===== src/sv/scpm_pkg.sv =====
// ----------------------------------------------------------------------------
// scpm_pkg
// Shared codes, defaults and types for the servo channel pulse mapper.
// ----------------------------------------------------------------------------
package scpm_pkg;

    localparam int CHANNELS_DEF = 6;

    localparam int CH_W      = 3;
    localparam int ANG_W     = 14;
    localparam int VAL_W     = 12;
    localparam int TRIM_W    = 11;
    localparam int DIG_STEPS = 12;
    localparam int PROD_W    = 24;
    localparam int NUM_W     = 25;
    localparam int DEN2_W    = 13;

    localparam logic [2:0] ACT_WRITE   = 3'd0;
    localparam logic [2:0] ACT_REL_CH  = 3'd1;
    localparam logic [2:0] ACT_REL_ALL = 3'd2;
    localparam logic [2:0] ACT_ENGAGE  = 3'd3;
    localparam logic [2:0] ACT_SET_CAL = 3'd4;
    localparam logic [2:0] ACT_RESUME  = 3'd5;
    localparam logic [2:0] ACT_READ    = 3'd6;

    localparam logic [1:0] EV_NONE    = 2'd0;
    localparam logic [1:0] EV_PULSE   = 2'd1;
    localparam logic [1:0] EV_ALL_OFF = 2'd2;
    localparam logic [1:0] EV_ENABLE  = 2'd3;

    localparam logic [1:0] STS_OK          = 2'd0;
    localparam logic [1:0] STS_INVALID_ARG = 2'd1;
    localparam logic [1:0] STS_RELEASED    = 2'd2;
    localparam logic [1:0] STS_NOT_FOUND   = 2'd3;

    localparam logic [VAL_W-1:0] DEF_MIN_PULSE  = 12'd500;
    localparam logic [VAL_W-1:0] DEF_MAX_PULSE  = 12'd2500;
    localparam logic [VAL_W-1:0] DEF_MIN_ANGLE  = 12'd0;
    localparam logic [VAL_W-1:0] DEF_MAX_ANGLE  = 12'd2880;
    localparam logic [VAL_W-1:0] CAL_LOW_PULSE  = 12'd300;
    localparam logic [VAL_W-1:0] CAL_HIGH_PULSE = 12'd3000;
    localparam logic [VAL_W-1:0] PULSE_MAX      = 12'd4095;

    typedef struct packed {
        logic             start;
        logic [VAL_W-1:0] mcand;
        logic [VAL_W-1:0] mplier;
        logic [VAL_W-1:0] den;
    } arith_req_t;

    typedef struct packed {
        logic             done;
        logic [VAL_W-1:0] quot;
    } arith_rsp_t;

    typedef struct packed {
        logic [1:0]       ev;
        logic [CH_W-1:0]  pch;
        logic [VAL_W-1:0] pw;
        logic [1:0]       sts;
        logic [VAL_W-1:0] pos;
        logic             known;
    } result_t;

endpackage


===== src/sv/servo_channel_pulse_mapper_unit.sv =====
// ----------------------------------------------------------------------------
// servo_channel_pulse_mapper_unit
// Per-channel servo calibration, angle-to-pulse mapping and position tracking.
// ----------------------------------------------------------------------------
// One command per transfer, one result per command. A write that maps a new
// angle, and a resume whose read-back falls strictly inside the calibrated
// pulse span, run the bit-serial arithmetic unit (shift-add multiply,
// forming the rounded dividend, restoring divide); a final step then
// saturates the pulse or places the resumed angle and loads the output
// register once it is free. Every other command (release, engage, set
// calibration, read, refused or skipped writes, other resumes) returns its
// result in the cycle after the transfer. Only one command is in flight; the
// next is taken once its result sits in the output register. Tables come out
// of reset with their defaults; no clearing pass is needed.
// ----------------------------------------------------------------------------
module servo_channel_pulse_mapper_unit
    import scpm_pkg::*;
#(
    parameter int CHANNELS = CHANNELS_DEF
)
(
    input  logic                    clk,
    input  logic                    rst_n,
    input  logic                    in_valid,
    output logic                    in_ready,
    input  logic [2:0]              action,
    input  logic [CH_W-1:0]         channel,
    input  logic signed [ANG_W-1:0] angle,
    input  logic [VAL_W-1:0]        cal_min_pulse,
    input  logic [VAL_W-1:0]        cal_max_pulse,
    input  logic [VAL_W-1:0]        cal_min_angle,
    input  logic [VAL_W-1:0]        cal_max_angle,
    input  logic signed [TRIM_W-1:0] cal_trim,
    input  logic [VAL_W-1:0]        readback_pulse,
    output logic                    out_valid,
    input  logic                    out_ready,
    output logic [1:0]              drive_event,
    output logic [CH_W-1:0]         pulse_channel,
    output logic [VAL_W-1:0]        pulse_width,
    output logic [1:0]              status,
    output logic [VAL_W-1:0]        position,
    output logic                    position_known
);

    localparam int IDX_W = (CHANNELS > 1) ? $clog2(CHANNELS) : 1;

    localparam logic [1:0] S_IDLE = 2'd0;
    localparam logic [1:0] S_BUSY = 2'd1;
    localparam logic [1:0] S_FIN  = 2'd2;

    // calibration and position tables
    logic [VAL_W-1:0]         min_p_reg [CHANNELS];
    logic [VAL_W-1:0]         max_p_reg [CHANNELS];
    logic [VAL_W-1:0]         min_a_reg [CHANNELS];
    logic [VAL_W-1:0]         max_a_reg [CHANNELS];
    logic signed [TRIM_W-1:0] trim_reg  [CHANNELS];
    logic [VAL_W-1:0]         last_reg  [CHANNELS];
    logic [CHANNELS-1:0]      known_reg;
    logic                     latch_reg;

    logic [1:0]  state_reg, state_next;
    logic        out_valid_reg;
    result_t     out_reg;

    // command held while the arithmetic runs
    logic [2:0]              act_reg;
    logic [CH_W-1:0]         chan_reg;
    logic [IDX_W-1:0]        idx_reg;
    logic signed [ANG_W-1:0] base_reg;
    logic [VAL_W-1:0]        amin_reg;
    logic [VAL_W-1:0]        amax_reg;

    arith_req_t arith_req;
    arith_rsp_t arith_rsp;

    logic                    acc;
    logic                    slot_free;
    logic                    fin_load;
    logic                    ch_ok;
    logic [IDX_W-1:0]        idx;
    logic [VAL_W-1:0]        cur_minp, cur_maxp, cur_amin, cur_amax, cur_last;
    logic signed [TRIM_W-1:0] cur_trim;
    logic                    cur_known;
    logic signed [ANG_W-1:0] trim_ext;
    logic signed [ANG_W-1:0] amin_s, amax_s;
    logic [VAL_W-1:0]        a_cl;
    logic                    repeat_hit;
    logic [VAL_W-1:0]        pdiff, span, a_off;
    logic signed [ANG_W-1:0] base_w;
    logic signed [ANG_W-1:0] rs_off;
    logic                    off_pos, off_sat;

    result_t          res_d;
    logic             start_d;
    logic [VAL_W-1:0] mcand_d, mpl_d, den_d;
    logic             set_last, clr_known, wr_cal, rel_all, engage;
    logic [VAL_W-1:0] last_val_d;

    logic signed [ANG_W:0] us_w;
    logic [VAL_W-1:0]      us_sat;
    logic [VAL_W:0]        ang_w;
    logic [VAL_W-1:0]      fin_ang;
    result_t               fin_res;

    assign slot_free = !out_valid_reg || out_ready;
    assign in_ready  = (state_reg == S_IDLE) && slot_free;
    assign acc       = in_valid && in_ready;
    assign fin_load  = (state_reg == S_FIN) && slot_free;

    assign ch_ok = ({1'b0, channel} < (CH_W + 1)'(CHANNELS));
    assign idx   = ch_ok ? channel[IDX_W-1:0] : '0;

    assign cur_minp  = min_p_reg[idx];
    assign cur_maxp  = max_p_reg[idx];
    assign cur_amin  = min_a_reg[idx];
    assign cur_amax  = max_a_reg[idx];
    assign cur_trim  = trim_reg[idx];
    assign cur_last  = last_reg[idx];
    assign cur_known = known_reg[idx];

    assign trim_ext = {{(ANG_W - TRIM_W){cur_trim[TRIM_W-1]}}, cur_trim};
    assign amin_s   = {2'b00, cur_amin};
    assign amax_s   = {2'b00, cur_amax};

    always_comb
    begin
        if (angle < amin_s)
        begin
            a_cl = cur_amin;
        end
        else if (angle > amax_s)
        begin
            a_cl = cur_amax;
        end
        else
        begin
            a_cl = angle[VAL_W-1:0];
        end
    end

    assign repeat_hit = cur_known && (a_cl == cur_last);
    assign pdiff      = cur_maxp - cur_minp;
    assign span       = cur_amax - cur_amin;
    assign a_off      = a_cl - cur_amin;
    assign base_w     = $signed({2'b00, cur_minp}) + trim_ext;
    assign rs_off     = $signed({2'b00, readback_pulse}) - trim_ext
                      - $signed({2'b00, cur_minp});
    assign off_pos    = (rs_off > 14'sd0);
    // at or past the top of the pulse span the angle pins to the maximum
    assign off_sat    = (rs_off >= $signed({2'b00, pdiff}));

    always_comb
    begin
        res_d      = '0;
        start_d    = 1'b0;
        mcand_d    = '0;
        mpl_d      = '0;
        den_d      = '0;
        set_last   = 1'b0;
        last_val_d = '0;
        clr_known  = 1'b0;
        wr_cal     = 1'b0;
        rel_all    = 1'b0;
        engage     = 1'b0;
        unique case (action)
            ACT_WRITE:
            begin
                if (!ch_ok)
                begin
                    res_d.sts = STS_INVALID_ARG;
                end
                else if (latch_reg)
                begin
                    res_d.sts = STS_RELEASED;
                end
                else if (!repeat_hit)
                begin
                    start_d    = 1'b1;
                    set_last   = 1'b1;
                    last_val_d = a_cl;
                    mcand_d    = pdiff;
                    mpl_d      = a_off;
                    den_d      = span;
                end
            end
            ACT_REL_CH:
            begin
                if (!ch_ok)
                begin
                    res_d.sts = STS_INVALID_ARG;
                end
                else if (!latch_reg)
                begin
                    clr_known = 1'b1;
                    res_d.ev  = EV_PULSE;
                    res_d.pch = channel;
                end
            end
            ACT_REL_ALL:
            begin
                rel_all  = 1'b1;
                res_d.ev = EV_ALL_OFF;
            end
            ACT_ENGAGE:
            begin
                if (latch_reg)
                begin
                    engage   = 1'b1;
                    res_d.ev = EV_ENABLE;
                end
            end
            ACT_SET_CAL:
            begin
                if (!ch_ok || (cal_min_pulse < CAL_LOW_PULSE)
                    || (cal_max_pulse > CAL_HIGH_PULSE)
                    || (cal_min_pulse >= cal_max_pulse)
                    || (cal_max_angle <= cal_min_angle))
                begin
                    res_d.sts = STS_INVALID_ARG;
                end
                else
                begin
                    wr_cal = 1'b1;
                end
            end
            ACT_RESUME:
            begin
                if (!ch_ok)
                begin
                    res_d.sts = STS_INVALID_ARG;
                end
                else if (readback_pulse == '0)
                begin
                    clr_known = 1'b1;
                    res_d.sts = STS_NOT_FOUND;
                end
                else if (!off_pos)
                begin
                    set_last   = 1'b1;
                    last_val_d = cur_amin;
                end
                else if (off_sat)
                begin
                    set_last   = 1'b1;
                    last_val_d = cur_amax;
                end
                else
                begin
                    start_d = 1'b1;
                    mcand_d = rs_off[VAL_W-1:0];
                    mpl_d   = span;
                    den_d   = pdiff;
                end
            end
            ACT_READ:
            begin
                if (!ch_ok)
                begin
                    res_d.sts = STS_INVALID_ARG;
                end
                else
                begin
                    res_d.known = cur_known;
                    res_d.pos   = cur_known ? cur_last : '0;
                end
            end
            default:
            begin
                res_d.sts = STS_INVALID_ARG;
            end
        endcase
    end

    assign arith_req.start  = acc && start_d;
    assign arith_req.mcand  = mcand_d;
    assign arith_req.mplier = mpl_d;
    assign arith_req.den    = den_d;

    scpm_arith u_arith (
        .clk   (clk),
        .rst_n (rst_n),
        .req   (arith_req),
        .rsp   (arith_rsp)
    );

    // finish: saturate the pulse, or place the resumed angle inside the span
    assign us_w  = {base_reg[ANG_W-1], base_reg} + $signed({3'b000, arith_rsp.quot});
    assign ang_w = {1'b0, amin_reg} + {1'b0, arith_rsp.quot};

    always_comb
    begin
        if (us_w < 15'sd0)
        begin
            us_sat = '0;
        end
        else if (us_w > $signed({3'b000, PULSE_MAX}))
        begin
            us_sat = PULSE_MAX;
        end
        else
        begin
            us_sat = us_w[VAL_W-1:0];
        end
        fin_ang = (ang_w > {1'b0, amax_reg}) ? amax_reg : ang_w[VAL_W-1:0];
        fin_res = '0;
        if (act_reg == ACT_WRITE)
        begin
            fin_res.ev  = EV_PULSE;
            fin_res.pch = chan_reg;
            fin_res.pw  = us_sat;
        end
    end

    always_comb
    begin
        state_next = state_reg;
        unique case (state_reg)
            S_IDLE:
            begin
                if (acc && start_d)
                begin
                    state_next = S_BUSY;
                end
            end
            S_BUSY:
            begin
                if (arith_rsp.done)
                begin
                    state_next = S_FIN;
                end
            end
            S_FIN:
            begin
                if (slot_free)
                begin
                    state_next = S_IDLE;
                end
            end
            default:
            begin
                state_next = S_IDLE;
            end
        endcase
    end

    always_ff @(posedge clk or negedge rst_n)
    begin
        if (!rst_n)
        begin
            state_reg     <= S_IDLE;
            out_valid_reg <= 1'b0;
        end
        else
        begin
            state_reg <= state_next;
            if ((acc && !start_d) || fin_load)
            begin
                out_valid_reg <= 1'b1;
            end
            else if (out_ready)
            begin
                out_valid_reg <= 1'b0;
            end
        end
    end

    always_ff @(posedge clk)
    begin
        if (acc && !start_d)
        begin
            out_reg <= res_d;
        end
        else if (fin_load)
        begin
            out_reg <= fin_res;
        end
        if (acc)
        begin
            act_reg  <= action;
            chan_reg <= channel;
            idx_reg  <= idx;
            base_reg <= base_w;
            amin_reg <= cur_amin;
            amax_reg <= cur_amax;
        end
    end

    always_ff @(posedge clk or negedge rst_n)
    begin
        if (!rst_n)
        begin
            for (int i = 0; i < CHANNELS; i++)
            begin
                min_p_reg[i] <= DEF_MIN_PULSE;
                max_p_reg[i] <= DEF_MAX_PULSE;
                min_a_reg[i] <= DEF_MIN_ANGLE;
                max_a_reg[i] <= DEF_MAX_ANGLE;
                trim_reg[i]  <= '0;
                last_reg[i]  <= '0;
            end
            known_reg <= '0;
            latch_reg <= 1'b0;
        end
        else
        begin
            if (acc)
            begin
                if (wr_cal)
                begin
                    min_p_reg[idx] <= cal_min_pulse;
                    max_p_reg[idx] <= cal_max_pulse;
                    min_a_reg[idx] <= cal_min_angle;
                    max_a_reg[idx] <= cal_max_angle;
                    trim_reg[idx]  <= cal_trim;
                    known_reg[idx] <= 1'b0;
                end
                if (set_last)
                begin
                    last_reg[idx]  <= last_val_d;
                    known_reg[idx] <= 1'b1;
                end
                if (clr_known)
                begin
                    known_reg[idx] <= 1'b0;
                end
                if (rel_all)
                begin
                    known_reg <= '0;
                    latch_reg <= 1'b1;
                end
                if (engage)
                begin
                    latch_reg <= 1'b0;
                end
            end
            else if (fin_load && act_reg == ACT_RESUME)
            begin
                last_reg[idx_reg]  <= fin_ang;
                known_reg[idx_reg] <= 1'b1;
            end
        end
    end

    assign out_valid      = out_valid_reg;
    assign drive_event    = out_reg.ev;
    assign pulse_channel  = out_reg.pch;
    assign pulse_width    = out_reg.pw;
    assign status         = out_reg.sts;
    assign position       = out_reg.pos;
    assign position_known = out_reg.known;

    a_released_write: assert property (@(posedge clk) disable iff (!rst_n)
        (acc && action == ACT_WRITE && ch_ok && latch_reg)
        |=> (out_valid_reg && out_reg.sts == STS_RELEASED && out_reg.ev == EV_NONE))
        else $error("write while released not refused");

    a_release_all: assert property (@(posedge clk) disable iff (!rst_n)
        (acc && action == ACT_REL_ALL) |=> (known_reg == '0 && latch_reg))
        else $error("release all left a known flag or open latch");

    a_fin_result: assert property (@(posedge clk) disable iff (!rst_n)
        fin_load |=> (out_valid_reg && out_reg.sts == STS_OK
                      && (out_reg.ev == EV_PULSE || out_reg.ev == EV_NONE)))
        else $error("arithmetic result not loaded");

endmodule


===== src/sv/scpm_arith.sv =====
// ----------------------------------------------------------------------------
// scpm_arith
// Bit-serial rounded ratio: quot = floor((2*mcand*mplier + den) / (2*den)).
// Shift-add multiply MSB first, then restoring divide, one bit per cycle.
// ----------------------------------------------------------------------------
module scpm_arith
    import scpm_pkg::*;
(
    input  logic       clk,
    input  logic       rst_n,
    input  arith_req_t req,
    output arith_rsp_t rsp
);

    localparam logic [1:0] A_IDLE = 2'd0;
    localparam logic [1:0] A_MUL  = 2'd1;
    localparam logic [1:0] A_PREP = 2'd2;
    localparam logic [1:0] A_DIV  = 2'd3;

    logic [1:0]        state_reg, state_next;
    logic [3:0]        cnt_reg, cnt_next;
    logic              done_reg, done_next;
    logic [VAL_W-1:0]  mcand_reg, mcand_next;
    logic [VAL_W-1:0]  mpl_reg, mpl_next;
    logic [VAL_W-1:0]  den_reg, den_next;
    logic [PROD_W-1:0] acc_reg, acc_next;
    logic [DEN2_W-1:0] rem_reg, rem_next;
    logic [VAL_W-1:0]  low_reg, low_next;
    logic [VAL_W-1:0]  quot_reg, quot_next;

    logic [NUM_W-1:0]  num2;
    logic [DEN2_W-1:0] den2;
    logic [DEN2_W:0]   trial;
    logic [DEN2_W:0]   diff;
    logic              take;
    logic              last_step;

    assign num2      = {acc_reg, 1'b0} + NUM_W'(den_reg);
    assign den2      = {den_reg, 1'b0};
    assign trial     = {rem_reg, low_reg[VAL_W-1]};
    assign diff      = trial - {1'b0, den2};
    assign take      = (trial >= {1'b0, den2});
    assign last_step = (cnt_reg == 4'(DIG_STEPS - 1));

    always_comb
    begin
        state_next = state_reg;
        cnt_next   = cnt_reg;
        done_next  = 1'b0;
        mcand_next = mcand_reg;
        mpl_next   = mpl_reg;
        den_next   = den_reg;
        acc_next   = acc_reg;
        rem_next   = rem_reg;
        low_next   = low_reg;
        quot_next  = quot_reg;
        unique case (state_reg)
            A_IDLE:
            begin
                if (req.start)
                begin
                    mcand_next = req.mcand;
                    mpl_next   = req.mplier;
                    den_next   = req.den;
                    acc_next   = '0;
                    cnt_next   = '0;
                    state_next = A_MUL;
                end
            end
            A_MUL:
            begin
                // shift-add, multiplier MSB first
                acc_next = {acc_reg[PROD_W-2:0], 1'b0}
                         + PROD_W'(mpl_reg[VAL_W-1] ? mcand_reg : '0);
                mpl_next = {mpl_reg[VAL_W-2:0], 1'b0};
                cnt_next = cnt_reg + 4'd1;
                if (last_step)
                begin
                    state_next = A_PREP;
                end
            end
            A_PREP:
            begin
                // top bits already below the divisor since the quotient fits 12 bits
                rem_next   = num2[NUM_W-1:VAL_W];
                low_next   = num2[VAL_W-1:0];
                quot_next  = '0;
                cnt_next   = '0;
                state_next = A_DIV;
            end
            A_DIV:
            begin
                rem_next  = take ? diff[DEN2_W-1:0] : trial[DEN2_W-1:0];
                low_next  = {low_reg[VAL_W-2:0], 1'b0};
                quot_next = {quot_reg[VAL_W-2:0], take};
                cnt_next  = cnt_reg + 4'd1;
                if (last_step)
                begin
                    done_next  = 1'b1;
                    state_next = A_IDLE;
                end
            end
            default:
            begin
                state_next = A_IDLE;
            end
        endcase
    end

    always_ff @(posedge clk or negedge rst_n)
    begin
        if (!rst_n)
        begin
            state_reg <= A_IDLE;
            cnt_reg   <= '0;
            done_reg  <= 1'b0;
        end
        else
        begin
            state_reg <= state_next;
            cnt_reg   <= cnt_next;
            done_reg  <= done_next;
        end
    end

    always_ff @(posedge clk)
    begin
        mcand_reg <= mcand_next;
        mpl_reg   <= mpl_next;
        den_reg   <= den_next;
        acc_reg   <= acc_next;
        rem_reg   <= rem_next;
        low_reg   <= low_next;
        quot_reg  <= quot_next;
    end

    assign rsp.done = done_reg;
    assign rsp.quot = quot_reg;

    a_rem_bound: assert property (@(posedge clk) disable iff (!rst_n)
        (state_reg == A_DIV) |-> (rem_reg < den2))
        else $error("partial remainder reached divisor");

    a_start_idle: assert property (@(posedge clk) disable iff (!rst_n)
        req.start |-> (state_reg == A_IDLE))
        else $error("start while busy");

    a_done_single: assert property (@(posedge clk) disable iff (!rst_n)
        rsp.done |=> (!rsp.done && state_reg == A_IDLE))
        else $error("done not a single pulse");

endmodule


===== config.mk =====
export PLATFORM = sky130hd
export DESIGN_NAME = servo_channel_pulse_mapper_unit
export DESIGN_NICKNAME = d
export VERILOG_FILES = /design/src/sv/scpm_pkg.sv /design/src/sv/servo_channel_pulse_mapper_unit.sv /design/src/sv/scpm_arith.sv
export SDC_FILE = /design/constraint.sdc
export NUM_CORES = 1
export LEC_CHECK = 0
export ABC_CLOCK_PERIOD_IN_PS = 19900
export BUFFER_PORTS_ARGS = -buffer_cell sky130_fd_sc_hd__buf_2
export CAP_MARGIN = 0
export CELL_PAD_IN_SITES_DETAIL_PLACEMENT = 1
export CELL_PAD_IN_SITES_GLOBAL_PLACEMENT = 1
export CORE_UTILIZATION = 54
export DETAILED_ROUTE_END_ITERATION = 16
export HOLD_SLACK_MARGIN = 0.08
export PLACE_DENSITY_LB_ADDON = 0.1
export RECOVER_POWER = 50
export SLEW_MARGIN = 40
export SYNTH_ARGS = -nofsm -noshare
export SYNTH_HDL_FRONTEND = slang
export SYNTH_SLANG_ARGS = --single-unit

===== constraint.sdc =====
create_clock -name clk -period 19.9 [get_ports clk]
set_input_delay 2.985 -clock clk [delete_from_list [all_inputs] [get_ports clk]]
set_output_delay 2.985 -clock clk [all_outputs]
set_load 0.02 [all_outputs]

Word level (Yosys, flattened, before mapping)

Cells that the tools add are included.

RAM bits: 0
Latch bits: 0
Memories kept: 0
Flip-flop bits (word level): 619
Word-level logic and storage cells: 315
ROM bits: 0
Output and inout port bits: 34

Shift-type cells: 0
Reductions and logical operators: 41
Multiply operators: 0
Bitwise gates (word level): 7
Multiplexer cells: 151
Eq/ne operators: 21
Divide/modulo/power cells: 0
Add/sub/neg operators: 12
Order comparisons: 21

Operators with widths:

| kind                                             | number |
|---|---|
| 12-bit two-way mux                               | 48 |
| 72-bit bitwise mux                               | 6 |
| 72-bit two-way mux                               | 3 |
| 12-bit binary-select mux with 3-bit select       | 5 |
| 12-bit case mux with 2 select lines              | 7 |
| 12-bit demux with 3-bit select                   | 2 |
| 66-bit bitwise mux                               | 1 |
| 32-bit two-way mux                               | 2 |
| 6-bit two-way mux                                | 8 |
| 24-bit case mux with 2 select lines              | 1 |
| 13-bit two-way mux                               | 3 |
| 12-bit subtractor                                | 3 |
| 11-bit binary-select mux with 3-bit select       | 1 |
| 11-bit demux with 3-bit select                   | 1 |
| 11-bit two-way mux                               | 3 |
| 1-bit two-way mux                                | 31 |
| 14-bit by 13-bit >= comparator with 1-bit output | 2 |
| 13-bit case mux with 2 select lines              | 1 |
| 25-bit by 12-bit adder with 25-bit output        | 1 |
| 24-bit adder                                     | 1 |
| 24-bit two-way mux                               | 1 |
| 2-bit two-way mux                                | 10 |
| 16-bit two-way mux                               | 1 |
| 14-bit by 13-bit adder with 15-bit output        | 1 |
| other kinds (53)                                 | 110 |

Logic depth before layout (Yosys ltp)

Gate-level depths: netlist (run 1).

Word-level depth: 21
Depth in mapped cells: 36

Hierarchy

A second synthesis (run 1) with hierarchy kept.

Cells, all modules: 3564
Area, all modules: 36407.4 sq um

Modules (own cells, without submodules):

| module                          | instances | area an instance (sq um) | cells an instance |
|---|---|---|---|
| servo_channel_pulse_mapper_unit | 1         | 30209.0                  | 3024 |
| scpm_arith                      | 1         | 6198.4                   | 540 |

Worst setup path before layout (run 1)

OpenSTA, ideal clock, no wires.

Path kind: in2reg
Start point: input port channel[1]
End point: register u_arith.den_reg[0], enable pin
Slack: 8.535 ns
Stages: 33
Required time: 19.517 ns
Arrival time: 10.982 ns
Library setup time: 0.383 ns
Cells stage by stage: ha_1 -> nand2b_1 -> buf_2 -> buf_6 -> buf_2 -> buf_2 -> buf_2 -> buf_1 -> buf_1 -> mux4_2 -> nand2_1 -> o21a_1 -> inv_1 -> fa_1 -> inv_1 -> ha_1 -> or2_2 -> fa_1 -> a211oi_1 -> nor2_1 -> o31a_1 -> xnor2_1 -> inv_1 -> ha_1 -> a211oi_1 -> o211ai_1 -> a21o_1 -> a41o_1 -> a2111oi_2 -> o211ai_2 -> or2_2 -> a21oi_1 -> and2_1

Cells in the longest elaborated chain, start to end: 17
Elaborated cells between the ends (all ways): 44
Those cells by class: 3 x add/sub; 5 x order compare; 1 x eq/ne; 31 x mux; 1 x bitwise; 3 x reduce/logical

RTL lines:

| item                                                                                                    | RTL line                               | text |
|---|---|---|
| from (decl)                                                                                             | servo_channel_pulse_mapper_unit.sv:27  | `input logic [CH_W-1:0] channel,` |
| parallel branches: the longest is 14 deep, another holds 13-bit by 11-bit subtractor with 14-bit output | n/a                                    |  |
| 1-bit case mux with 2 select lines *                                                                    | servo_channel_pulse_mapper_unit.sv:165 | `unique case (action)` |
| 1-bit logical AND *                                                                                     | servo_channel_pulse_mapper_unit.sv:274 | `assign arith_req.start = acc && start_d;` |
| 2-bit AND reduction (no line) *                                                                         | n/a                                    |  |
| to (signal assigned)                                                                                    | scpm_arith.sv:130                      | `den_reg <= den_next;` |
| to (decl)                                                                                               | scpm_arith.sv:25                       | `logic [VAL_W-1:0] den_reg, den_next;` |

Mark *: on every way between the ends. The select of a mux whose other input is x is not followed.
A chain may end at the register's enable or synchronous reset.

Worst setup path in the final report (run 1)

Start point: input port channel[1]
End point: register u_arith.mpl_reg[10] (data pin)

Cells in the longest elaborated chain, start to end: 17
Elaborated cells between the ends (all ways): 46
Those cells by class: 5 x add/sub; 5 x order compare; 1 x eq/ne; 33 x mux; 1 x bitwise; 1 x reduce/logical

RTL lines:

| item                                                                                                    | RTL line                               | text |
|---|---|---|
| 3-bit < comparator                                                                                      | servo_channel_pulse_mapper_unit.sv:110 | `assign ch_ok = ({1'b0, channel} < (CH_W + 1)'(CHANNELS));` |
| 3-bit two-way mux *                                                                                     | servo_channel_pulse_mapper_unit.sv:111 | `assign idx = ch_ok ? channel[IDX_W-1:0] : '0;` |
| 3-bit inverter with 4-bit output (not written as such) *                                                | servo_channel_pulse_mapper_unit.sv:116 | `assign cur_amax = max_a_reg[idx];` |
| 12-bit binary-select mux with 3-bit select *                                                            | servo_channel_pulse_mapper_unit.sv:116 |  |
| 12-bit two-way mux (not written as such) * (2 in a row)                                                 | servo_channel_pulse_mapper_unit.sv:116 |  |
| via cur_amax[7]                                                                                         | servo_channel_pulse_mapper_unit.sv:81  | `logic [VAL_W-1:0] cur_minp, cur_maxp, cur_amin, cur_amax, cur_last;` |
| parallel branches: the longest is 8 deep, another holds 14-bit by 13-bit > comparator with 1-bit output | n/a                                    |  |
| 12-bit case mux with 2 select lines *                                                                   | servo_channel_pulse_mapper_unit.sv:165 |  |
| 12-bit two-way mux *                                                                                    | scpm_arith.sv:60                       | `if (req.start)` |
| 12-bit case mux with 2 select lines *                                                                   | scpm_arith.sv:57                       | `unique case (state_reg)` |
| via u_arith.mpl_next[10]                                                                                | scpm_arith.sv:24                       | `logic [VAL_W-1:0] mpl_reg, mpl_next;` |
| to (signal assigned)                                                                                    | scpm_arith.sv:129                      | `mpl_reg <= mpl_next;` |
| to (decl)                                                                                               | scpm_arith.sv:24                       |  |

Mark *: on every way through the listed nets, which the timed path passes. The select of a mux whose other input is x is not followed.

==> impl.org, run 1 <==
** Pwr
- In this run the power density over the cells is 121.3 nW/um^2.
- Summed over all cells, the static leakage comes to 17.46 nW.
- Power comes to 4.867 mW.
- Across the VDD grid, the largest voltage drop is 0.00008515 V.

** Timing
- Setup repair after global routing left no endpoint under its margin.
- The hold violation total from the final report was 0.
- Final number of setup-violating endpoints :: 0
- Max frequency :: 75.77 MHz
- Total count of max-transition violations in the final report :: 680
- Actual transition at the worst max-transition pin :: 4841 ps
- Post-layout minimum cycle time :: 13,200 ps
- Final period utilization :: 66.32%
- Total Neg Setup Slack :: 0 ps
- Final setup skew :: 32.14 ps
- Max_slew headroom :: -222.7%

** Drt
- Detailed-routing iteration count for the pre-antenna-repair pass :: 6
- Using the TritonRoute via totals, the vias-per-cell ratio works out to 6.554.
- Dividing the detail-routed wire length by the instance count gives 28.44 um.
- The count of nets left with antenna violations once routing finished came out at 0.
- Overall via count from detail_route :: 29,427
- Violation count after the first detailed-routing iteration :: 2,467
- Summed over all layers, the routed wires come to 127,700 um.
- DRC viols :: 0

** GRT
- Antenna violations before repair :: 2
- Global-route wire length before repair :: 192,400 um
- Global routing consumed, over all layers together, 37.26% of the routing resources.
- The number of global-route vias before repair is 31,115.
- Global route total overflow :: 0
- Entering global routing, the biggest net connects 94 pins.

** Clocking
- Number of buffers created by CTS :: 68
- Number of buffers inserted by hold repair at cts :: 0
- Number of buffers on the longest clock path :: 3
- TritonCTS built the clock tree.
- Counting every sink on the clock net gives 619.
- In this run the number of H-tree levels came out at 3.
- Clock latency on the worst-skew pair, taken at its later pin, is 620 ps.
- The number of gates resized after CTS was 0.
- Clock-pin slew on the worst setup and hold paths :: 60 ps
- In this run the clock root is driven by a sky130_fd_sc_hd__clkbuf_16.
- Number of post-CTS setup repair buffers :: 0

** Final layout
- The number of antenna diodes in the final layout is 0.
- Area growth from synthesis to layout :: 10.28%
- At the end of the flow, the number of nets in the layout was 3,897.
- In the final layout, the share of cells above drive strength 1 is 18.45%.
- Filler cell count :: 7,048

** Floorplan
- Site Rows :: 94
- The floorplan step set the die width to 261.6 um.
- The floorplan step defined a die boundary enclosing 68,440 um^2.
- Core area :: 66,220 um^2
- Number of primary I/O pins :: 129
- Effective utilization at floorplan :: 54.96%
- Vertical die dimension :: 261.6 um

** Placed design
- After legalization and detailed placement, the total HPWL measured 86,800 um.
- Routability congestion estimate :: 1.036
- In this run the tool buffered the top-level ports with 128 buffer cells.

** Setup path
- Data arrival time of the critical path :: 13,520 ps
- Launching element type of the critical path :: input port
- STA classifies the critical path endpoint as a flip-flop.
- The critical path is of the in2reg type.
- Worst-path maximum fanout :: 57
- Among all stages on the critical path, the largest delay is contributed by sky130_fd_sc_hd__clkbuf_1.
- CP required :: 20,230 ps
- For this run, the slowest stage of the critical path takes 2340 ps.

** Outcome
- The checks that failed: capacitance limit, slew limit.
- The run finished, with violations left.

** Logic synthesis
- Count of state elements after synthesis :: 619
- Cell area after technology mapping :: 36,390 um^2
- Counting every net in the synthesized netlist gives 3,833.
- Most used flip-flop cell after synthesis :: sky130_fd_sc_hd__dfrtp_1
- Total number of yosys warnings :: 0
- Yosys mapped a number of flops with a built-in enable equal to 164.
- Share of the yosys chip area belonging to registers :: 44.96%
- In the synthesized netlist the async set-or-reset flop fraction comes to 71.57%.
- Synthesis handed over a netlist of 3,508 instances.
- Syn avg cell area :: 10.37 um^2
- Counting distinct cell types in the post-synthesis netlist gives 84.

** Hold path
- The tightest min-delay check is of the reg2reg type.

** Flow run
- Max-cap violations in this run came to 12.
-- per-layer routing --
layer | global-route usage, % | vias up | part of all wire [%]
li1 | - | 12818 | -
met1 | 50.87 | 15187 | 42
met2 | 60.89 | 1160 | 48
met3 | 6.578 | 262 | 7.5
met4 | 10.77 | 0 | 2.7
met5 | 0 | - | 0
-- area by class of cell --
cell class / instances / area (um^2) / share of cell area [%]
Inverter: 205 / 772.0 / 1.923
Multi-Input combinational cell: 2495 / 18630 / 46.40
Tap cell: 864 / 1081 / 2.693
Timing Repair Buffer: 183 / 1030 / 2.566
Sequential cell: 619 / 16360 / 40.77
Clock inverter: 23 / 267.8 / 0.6671
Clock buffer: 101 / 1998 / 4.978
-- worst paths after layout --
| path | startpoint | to | slack [ps] | cells past startpoint |
|---|---|---|---|---|
| setup reg to reg | min_p_reg[24] | position_known | 11860 | 23 |
| hold / removal | u_arith.done_reg | state_reg[0] | 460 | 1 |
| hold reg to reg | u_arith.done_reg | state_reg[0] | 460 | 1 |
| max in group asynchronous | rst_n | min_a_reg[44] | 7250 | 3 |
| setup / recovery | channel[1] | u_arith.mpl_reg[10] | 6700 | 30 |
| min in group asynchronous | rst_n | max_p_reg[37] | 3770 | 1 |
-- synthesized netlist by cell type (22+ instances only) --
library cell / n / area, um^2
sky130_fd_sc_hd__nand2_1: 442 / 1659
sky130_fd_sc_hd__dfrtp_1: 353 / 8833
sky130_fd_sc_hd__o21ai_0: 287 / 1436
sky130_fd_sc_hd__mux2_2: 234 / 2635
sky130_fd_sc_hd__ha_1: 209 / 2615
sky130_fd_sc_hd__inv_1: 203 / 762.0
sky130_fd_sc_hd__a21oi_1: 186 / 930.9
sky130_fd_sc_hd__edfxtp_1: 164 / 4925
sky130_fd_sc_hd__clkbuf_1: 117 / 439.2
sky130_fd_sc_hd__nor2_1: 117 / 439.2
sky130_fd_sc_hd__dfstp_2: 90 / 2365
sky130_fd_sc_hd__a22o_1: 76 / 665.6
sky130_fd_sc_hd__mux2i_1: 69 / 690.7
sky130_fd_sc_hd__xnor2_1: 69 / 604.3
sky130_fd_sc_hd__o31ai_1: 68 / 510.5
sky130_fd_sc_hd__a22oi_1: 65 / 488.0
sky130_fd_sc_hd__nor3_1: 51 / 255.2
sky130_fd_sc_hd__xor2_1: 49 / 429.2
sky130_fd_sc_hd__a21o_1: 45 / 337.8
sky130_fd_sc_hd__mux4_2: 44 / 991.0
sky130_fd_sc_hd__and2_1: 40 / 250.2
sky130_fd_sc_hd__buf_2: 38 / 190.2
sky130_fd_sc_hd__nand3_1: 34 / 170.2
sky130_fd_sc_hd__o22ai_1: 27 / 168.9
sky130_fd_sc_hd__nand2b_1: 26 / 162.7
sky130_fd_sc_hd__nor2b_1: 26 / 162.7
sky130_fd_sc_hd__o21a_1: 26 / 195.2
sky130_fd_sc_hd__buf_1: 22 / 82.58
-- per-stage QoR --
stage          utilization, %  worst slack, ps  instance area (um^2)  hold WS (ps)  std cells
5_1_grt                 60.62             5217                 40140         493.4       4490
6_report                60.62             6702                 40140         464.9       4490
3_3_place_gp            57.04             7554                 37770         443.6       4361
2_1_floorplan               -             8535                 36390         435.5       3508
3_5_place_dp            57.23             7576                 37900         443.2       4363
4_1_cts                 60.66             8146                 40160         463.5       4487
-- logic make-up after synthesis --
kind of cell | after synthesis | share of synthesized area, %
adder cells (fa/ha/maj) | 230 | 8.340
AO/OA/AOI/OAI | 960 | 17.14
AND/OR/NAND/NOR | 838 | 10.39
flip-flops | 619 | 44.96
buffers and inverters | 394 | 4.411
XOR/XNOR | 118 | 2.840
multiplexers | 349 | 11.92
-- power breakdown --
part	total (mW)	internal (mW)	leakage (nW)	switching (mW)
clock	1.30	0.743	1.12	0.555
sequential	1.75	1.59	7.41	0.154
combinational	1.82	0.666	8.93	1.16
-- worst max-delay path, delay by kind of cell --
kind | cells | cell delay (ps)
AND/OR/NAND/NOR | 8 | 1970
buffers and inverters | 6 | 4030
XOR/XNOR | 1 | 170
AO/OA/AOI/OAI | 11 | 2830
multiplexers | 1 | 430
adder cells (fa/ha/maj) | 3 | 1040
-- cell usage in the layout (no fill, tap or decap), drive strengths merged, types with 76 or more instances in the layout --
cell / instances
mux2: 236
inv: 207
edfxtp: 164
dfstp: 90
nor2: 117
buf: 130
ha: 209
clkbuf: 154
nand2: 442
o21ai: 294
a22o: 76
dfrtp: 353
a21oi: 188
Power figures use the tool's default switching activity.
==> inputs of run 2 (changes only) <==
--- a/config.mk
+++ b/config.mk
@@ -5,12 +5,12 @@
 export SDC_FILE = /design/constraint.sdc
 export NUM_CORES = 1
 export LEC_CHECK = 0
-export ABC_CLOCK_PERIOD_IN_PS = 19900
+export ABC_CLOCK_PERIOD_IN_PS = 12800
 export BUFFER_PORTS_ARGS = -buffer_cell sky130_fd_sc_hd__buf_2
 export CAP_MARGIN = 0
 export CELL_PAD_IN_SITES_DETAIL_PLACEMENT = 1
 export CELL_PAD_IN_SITES_GLOBAL_PLACEMENT = 1
-export CORE_UTILIZATION = 54
+export CORE_UTILIZATION = 50
 export DETAILED_ROUTE_END_ITERATION = 16
 export HOLD_SLACK_MARGIN = 0.08
 export PLACE_DENSITY_LB_ADDON = 0.1
==> constraint.sdc (replaced) <==
create_clock -name clk -period 12.8 [get_ports clk]
set_input_delay 1.92 -clock clk [delete_from_list [all_inputs] [get_ports clk]]
set_output_delay 1.92 -clock clk [all_outputs]
set_load 0.02 [all_outputs]
==> run 2 against run 1 <==
The run still ends with capacitance limit, slew limit left. Clock skew is 8.5 ps lower. Core utilization down 4.2 points. Global-route usage decreased by 3.9 points. Register-to-register slack worse by 6600 ps. Via count down 2.4%. Sequential power rose by 55%. Flip-flop and latch count did not move.
==> impl.org, run 2 (synthesis gave the netlist of run 1 again) <==
** Clocking
- Number of buffers on the longest clock path :: 3
- Number of instances resized during post-cts repair :: 0
- The clock drives 619 sinks.
- Clock tree from TritonCTS :: built
- Number of post-CTS setup repair buffers :: 0
- Buffers inserted to repair hold after CTS numbered 0.
- Clock-pin slew on the worst setup and hold paths :: 60 ps
- Clock root buffer :: sky130_fd_sc_hd__clkbuf_16
- The clock tree synthesis step divided the H-tree into 3 levels.
- Clock insertion delay at the later pin of the skew report :: 640 ps
- Clock tree synthesis inserted a total of 73 buffers.

** Pwr
- Total power consumption of the routed design :: 7.774 mW
- Summed over all cells, the static leakage comes to 17.56 nW.
- Total power per unit cell area :: 192.1 nW/um^2
- IR analysis of the VDD net gives a maximum drop of 0.0002839 V.

** GRT
- The number of global-route vias before repair was 30,745.
- The first global-routing pass estimated 188,300 um of wire.
- Overall Global Routing Usage :: 33.36%
- Maximum number of pins on one net before global-route repair :: 155
- Antenna violations before repair :: 5
- For this run the aggregate overflow at the end of global routing stands at 0.

** Floorplan
- 129 I/O pins were placed.
- Effective utilization at floorplan :: 50.74%
- The die is 271.8 um tall.
- Core area :: 71,730 um^2
- After floorplanning, the core was divided into 98 placement rows.
- Measured along the x axis, the die boundary spans 271.8 um.
- The die covers 73,870 um^2.

** Drt
- The routed design has 122,400 um of wire.
- Violation count after the first detailed-routing iteration :: 2,208
- After detailed routing, the average wire length per cell comes to 26.68 um.
- Detailed routing inserted a total of 28,722 vias.
- Before antenna repair, the detailed router went through 5 iterations.
- Wire length on met3 :: 7451 um
- Remaining antenna violation count :: 0
- Routed signal wires occupy layers up through met5.
- For this block, wires on met1 add up to 53,760 um.
- Mean number of vias per cell :: 6.263
- Wire segments on met2 add up to 56,900 um in the final route.
- DRC viols :: 0

** Timing
- Total Neg Setup Slack :: 0 ps
- The hold violation total from the final report was 0.
- The max-slew violation count came to 456.
- Setup violations remaining at the end of the flow were counted as 0.
- Setup slack closes at 1590 ps.
- The worst pin sits at a relative slew slack of -177.1%.
- The final critical path takes up 87.58% of the cycle.
- Setup repair after global routing left no endpoint under its margin.
- The clock arrives with 23.62 ps of skew.
- The worst path needs 11,210 ps of the cycle, external delays included.
- For the pin with the worst max-slew slack, the measured transition is 4156 ps.
- Max frequency :: 89.21 MHz

** Setup path
- For the worst setup path, the data required time is 13,190 ps.
- Data arrives at the worst endpoint at 11,600 ps.
- Reg-to-reg critical path startpoint :: min_p_reg[24]
- Launching element type of the critical path :: input port
- In this run the worst path has a maximum fanout of 29.
- For the worst flop-to-flop path, the logic depth is 25.
- Kind of end point of the critical path :: flip-flop
- FF-to-FF setup slack :: 5290 ps
- Reg2reg end :: last_reg[3]
- Worst Setup Path Type :: in2reg

** Outcome
- Failing checks :: capacitance limit, slew limit
- The flow ran to the end, but the final reports show violations.

** Hold path
- Hold endpoint :: pulse_width[6]
- Hold path startpoint :: pulse_width[6]
- Hold WC Path Type :: reg2reg
- Worst hold path stage count :: 1

** Placed design
- Placed Cells :: 4,447
- DPL Wire Length :: 85,900 um
- In this run the tool buffered the top-level ports with 128 buffer cells.
- The congestion estimate from routability-driven global placement came to 0.9588.
- Area after detailed placement :: 37,990 um^2
- Pre-CTS worst setup slack :: 2321 ps

** Final layout
- Leaving out fill and tap cells, the most frequent cell in the layout is sky130_fd_sc_hd__nand2_1.
- At the end of the flow, the number of nets in the layout was 3,898.
- The finished layout holds 4,586 standard cells, fillers aside.
- The area growth from synthesis to layout is 11.20%.
- After routing the design area is 40,470 um^2.
- In the layout the commonest cells are 435 x sky130_fd_sc_hd__nand2_1, 353 x sky130_fd_sc_hd__dfrtp_1, 276 x sky130_fd_sc_hd__o21ai_0.
- Layout cells sized above 1 :: 18.35%

** Flow run
- The tool flagged a number of max-cap violations equal to 9.
-- run 2: cell types whose count changed in the layout (fill, tap and decap cells not counted), moves of 5 or more --
cell                        change
sky130_fd_sc_hd__o21ai_0        -5
sky130_fd_sc_hd__and2_1         +5
sky130_fd_sc_hd__and2_0         -5
sky130_fd_sc_hd__bufinv_16      +7
sky130_fd_sc_hd__clkbuf_16      +5
sky130_fd_sc_hd__clkbuf_8       -5
sky130_fd_sc_hd__o21ai_1        +7
-- run 2: power breakdown --
part           total (mW)  internal, mW  switching (mW)
Sequential           2.72          2.48           0.241
Combinational        2.82          1.03            1.78
Clock                2.24          1.34           0.897
-- run 2: layout make-up --
type,count,area [um^2]
Antenna cell,2,5.005
Clock buffer,105,2069
Clock inverter,31,505.5
Fill cell,7749,31260
Inverter,205,772.0
Multi-Input combinational cell,2495,18580
Sequential cell,619,16360
Tap cell,950,1189
Timing Repair Buffer,179,991.0
-- run 2: worst max-delay path: stages --
cell and delay (ps):
sky130_fd_sc_hd__clkbuf_1 210, sky130_fd_sc_hd__ha_1 200, sky130_fd_sc_hd__clkbuf_1 1090, sky130_fd_sc_hd__inv_1 620, sky130_fd_sc_hd__buf_4 470, sky130_fd_sc_hd__nand2_1 270, sky130_fd_sc_hd__buf_4 500, sky130_fd_sc_hd__o22ai_1 400
sky130_fd_sc_hd__nor2_1 560, sky130_fd_sc_hd__ha_1 230, sky130_fd_sc_hd__nand2_1 50, sky130_fd_sc_hd__nor3_1 450, sky130_fd_sc_hd__o41ai_1 150, sky130_fd_sc_hd__a21oi_1 450, sky130_fd_sc_hd__o21a_1 650, sky130_fd_sc_hd__mux2i_1 810
sky130_fd_sc_hd__ha_1 330, sky130_fd_sc_hd__nor2b_1 60, sky130_fd_sc_hd__o21ai_0 230, sky130_fd_sc_hd__a21boi_0 180, sky130_fd_sc_hd__o21ai_0 240, sky130_fd_sc_hd__nand2b_1 130, sky130_fd_sc_hd__a21o_1 190, sky130_fd_sc_hd__a21oi_1 210
sky130_fd_sc_hd__o21ai_0 160, sky130_fd_sc_hd__o41ai_1 330, sky130_fd_sc_hd__xor2_1 120, sky130_fd_sc_hd__a221o_1 320
-- run 2: how the worst max path moves through the flow --
stage | from | endpoint | slack [ps] | depth (start not counted)
finish | channel[2] | u_arith.mpl_reg[11] | 1590 | 28
global route | channel[2] | u_arith.mpl_reg[11] | 1390 | 28
CTS | channel[1] | u_arith.mpl_reg[11] | 2950 | 29
detailed placement | channel[1] | u_arith.mpl_reg[11] | 2320 | 29
global placement | channel[1] | u_arith.mpl_reg[11] | 2170 | 26
floorplan | channel[1] | u_arith.den_reg[0] | 2500 | 33
-- run 2: per-stage QoR --
step                      utilization, %  hold WS [ps]
after CTS                          56.55         468.9
after global routing               56.42         484.4
after global placement             52.75         444.6
after detailed placement           52.96         452.2
after floorplan                        -         435.5
final                              56.42         475.7
-- run 2: per-layer routing --
metal  global-route usage, %  vias to the layer above
li1                        -                    12824
met4                   12.61                        4
met3                   5.652                      251
met1                   45.72                    14745
met5                       0                        -
met2                   53.03                      898
==> inputs of run 3 (changes only) <==
--- a/config.mk
+++ b/config.mk
@@ -18,4 +18,5 @@
 export SLEW_MARGIN = 40
 export SYNTH_ARGS = -nofsm -noshare
 export SYNTH_HDL_FRONTEND = slang
+export SYNTH_HIERARCHICAL = 1
 export SYNTH_SLANG_ARGS = --single-unit
==> run 3 against run 2 <==
The run still ends with capacitance limit, slew limit left. Final cell count up 1.4%. Global-route usage fell by 0.91 points. Clock power shrank 8%. First-iteration DRC count grew 1.9%. Core utilization hardly changed. Design area about the same. Total power fell by 7.6%. Sequential power is 6% lower. Non-clock buffer count up 6. Hold slack lost 11 ps. Critical path depth is 7 lower. Worst setup slack gained 340 ps. Critical path type unchanged. Largest cell class unchanged. Highest routed layer unchanged.
==> impl.org, run 3 <==
** Logic synthesis
- Library cells used by synthesis :: 98
- After synthesis, the share of flip-flops with an asynchronous set or reset is 71.57%.
- The share of synthesized area in the top cell type comes to 24.26%.
- The mapped netlist covers 36,410 um^2.
- Total nets after synthesis :: 3,878
- Cell types with the highest counts after synthesis :: 582 x sky130_fd_sc_hd__nand2_1, 353 x sky130_fd_sc_hd__dfrtp_1, 300 x sky130_fd_sc_hd__mux2_2
- Share of the yosys chip area belonging to registers :: 44.94%
- Syn avg cell area :: 10.22 um^2
- Synthesis produced a netlist whose cell count is 3,564.
- Counting flops and latches in the post-synthesis netlist gives 619.
- Cell taking the most area after synthesis :: sky130_fd_sc_hd__dfrtp_1
- After synthesis, the cell types taking the most area are sky130_fd_sc_hd__dfrtp_1 24%, sky130_fd_sc_hd__edfxtp_1 14%, sky130_fd_sc_hd__mux2_2 9.3%.
- Cell with the most instances after synthesis :: sky130_fd_sc_hd__nand2_1
- Count of flip-flops with a built-in enable after synthesis :: 164
- Among all flip-flop cells after synthesis, the most frequent one is sky130_fd_sc_hd__dfrtp_1.
- The Yosys step of the flow raised 6 warnings.

** Floorplan
- Site Rows :: 98
- During I/O placement, the number of pins put on the boundary was 129.
- Overall die area :: 73,900 um^2
- Once the floorplan was initialized, standard cells occupied 50.76% of the core.
- From bottom edge to top edge, the die measures 271.8 um.
- The floorplan step defined a core boundary enclosing 71,730 um^2.
- From left edge to right edge, the die measures 271.8 um.

** Final layout
- Utilization of the core after routing :: 56.41%
- Number of diodes :: 0
- Area taken by flip-flops and latches :: 16,360 um^2
- Filler cell count :: 7,850
- Area growth from synthesis to layout :: 11.15%
- Area occupied by multi-input gates :: 18,800 um^2
- In the final layout, the share of cells above drive strength 1 is 20.45%.
- Most common cell after layout, fill and taps aside :: sky130_fd_sc_hd__nand2_1
- Most frequent cells in the layout :: 576 x sky130_fd_sc_hd__nand2_1, 353 x sky130_fd_sc_hd__dfrtp_1, 299 x sky130_fd_sc_hd__mux2_2
- Number of nets in the layout :: 3,958

** Timing
- The tightest hold path in the finished design has a slack of 464.7 ps.
- Final hold violation count :: 0
- Actual transition at the worst max-transition pin :: 4711 ps
- Total count of max-transition violations in the final report :: 521
- Setup repair after global routing left no endpoint under its margin.
- Final period utilization :: 84.93%
- Headroom to the max-slew limit came out at -214.1%.
- For this run, the top clock speed supported by timing is 91.99 MHz.
- After layout, the worst setup slack is 1929 ps.
- Clock skew on the completed layout was measured at 28.47 ps.
- Setup total negative slack on the finished layout was measured at 0 ps.
- Post-layout minimum cycle time :: 10,870 ps
- Setup violations remaining at the end of the flow were counted as 0.

** Outcome
- Run status :: complete, but fails checks
- Failing checks :: capacitance limit, slew limit

** Placed design
- DPL Wire Length :: 83,160 um
- At the placement stage, the worst setup path has a slack of 2307 ps.
- Routability congestion estimate :: 0.9074
- During placement, the flow inserted port buffers numbering 128.

** GRT
- Vias in the first global route :: 30,710
- Entering global routing, the biggest net connects 172 pins.
- Overall Global Routing Usage :: 32.46%
- For this run the aggregate overflow at the end of global routing stands at 0.
- The initial antenna violation count was 5.
- Global-route wire length before repair :: 184,700 um

** Clocking
- The number of gates resized after CTS was 0.
- Clock insertion delay at the later pin of the skew report :: 640 ps
- The tree is rooted in a sky130_fd_sc_hd__clkbuf_16.
- CTS saw 619 sinks.
- TritonCTS created 72 clock buffers.
- Counting along the longest clock path gives a buffer depth of 3.
- The H-tree was split into 3 levels.
- Buffers inserted to repair hold after CTS numbered 0.
- Clock-pin slew was measured on the worst setup and hold paths at 60 ps.
- TritonCTS built the clock tree.
- In this run the post-CTS setup repair buffer count came out at 0.

** Flow run
- Max-cap violations in this run came to 9.

** Setup path
- At the worst endpoint, the arrival time is 11,130 ps.
- The setup check on the worst reg-to-reg path leaves a slack of 5620 ps.
- The worst setup path is captured at a flip-flop.
- The worst setup path is of the in2reg kind.
- Launching element type of the critical path :: input port
- CP required :: 13,060 ps
- In this run the worst path has a maximum fanout of 39.

** Drt
- Detailed-routing iteration count for the pre-antenna-repair pass :: 10
- Overall via count from detail_route :: 28,836
- The count of nets left with antenna violations once routing finished came out at 0.
- For this block, the initial DRC count from the detailed router was 2,249.
- For this run, design rule violations remaining after detail routing come to 0.
- Mean number of vias per cell :: 6.199
- Wires add up to 118,500 um.
- In the final routed layout, each cell accounts on average for 25.48 um.

** Pwr
- Leakage :: 17.49 nW
- After layout, the design draws a total of 7.184 mW.
- Largest voltage drop on the vdd net :: 0.0001709 V
- For this design the ratio of total power to cell area is 177.5 nW/um^2.

** Hold path
- Hold WC Path Type :: reg2reg
[run 3: path summary, 6_finish.rpt]
kind,from,end,cells past startpoint
setup / recovery,channel[1],position[9],21
hold / removal,pulse_width[9],pulse_width[9],1
setup reg to reg,min_p_reg[24],position[9],23
hold reg to reg,pulse_width[9],pulse_width[9],1
max in group asynchronous,rst_n,u_arith/cnt_reg[1],3
min in group asynchronous,rst_n,min_a_reg[31],1
[run 3: through the flow]
| stage | area [um^2] | cells |
|---|---|---|
| 6_report | 40470 | 4652 |
| 5_1_grt | 40470 | 4652 |
| 4_1_cts | 40480 | 4648 |
| 3_5_place_dp | 38130 | 4516 |
| 3_3_place_gp | 37990 | 4515 |
| 2_1_floorplan | 36410 | 3564 |
[run 3: logic make-up (layout without fill, tap and decap cells)]
logic type	count (synthesis)	count (layout)	share of synthesized area, %
and+or+nand+nor	1014	1014	12.55
DFF	619	619	44.94
adders and majority gates	220	220	7.987
AOI/OAI and AO/OA	816	816	14.11
muxes	402	402	13.38
xor gates and xnor gates	128	128	3.079
buffers and inverters	365	503	3.949
[run 3: critical path: stages]
cell and delay, ps:
sky130_fd_sc_hd__clkbuf_1 230, sky130_fd_sc_hd__ha_2 610, sky130_fd_sc_hd__clkbuf_1 1920, sky130_fd_sc_hd__or2_4 740
sky130_fd_sc_hd__a21oi_1 70, sky130_fd_sc_hd__or3_1 560, sky130_fd_sc_hd__inv_1 210, sky130_fd_sc_hd__ha_1 170
sky130_fd_sc_hd__nand4_1 120, sky130_fd_sc_hd__nor4_1 420, sky130_fd_sc_hd__o31ai_1 240, sky130_fd_sc_hd__a21oi_1 210
sky130_fd_sc_hd__buf_4 280, sky130_fd_sc_hd__mux2_2 380, sky130_fd_sc_hd__mux2i_2 440, sky130_fd_sc_hd__xor2_1 180
sky130_fd_sc_hd__nor4_4 340, sky130_fd_sc_hd__a21o_2 700, sky130_fd_sc_hd__nand3_2 240, sky130_fd_sc_hd__and2_0 520
sky130_fd_sc_hd__inv_2 520
[run 3: cell type report]
cell class | count | share of cell area (%)
repair buffers | 185 | 2.622
multi-input cells | 2580 | 46.46
well taps | 950 | 2.937
clock buffers | 106 | 5.139
clock inverters | 26 | 0.6679
inverters | 186 | 1.732
flip-flops and latches | 619 | 40.44
[run 3: per-layer routing]
metal / vias to the layer above / wire length (um) / GRT usage [%]
met2: 879 / 56260 / 53.50
li1: 12860 / - / -
met3: 231 / 6370 / 4.285
met4: 8 / 3538 / 10.57
met1: 14858 / 52300 / 44.35
met5: - / 42 / 0
[run 3: power by group]
part / internal (mW) / switching, mW
combinational: 0.933 / 1.63
sequential: 2.37 / 0.181
clock: 1.20 / 0.873
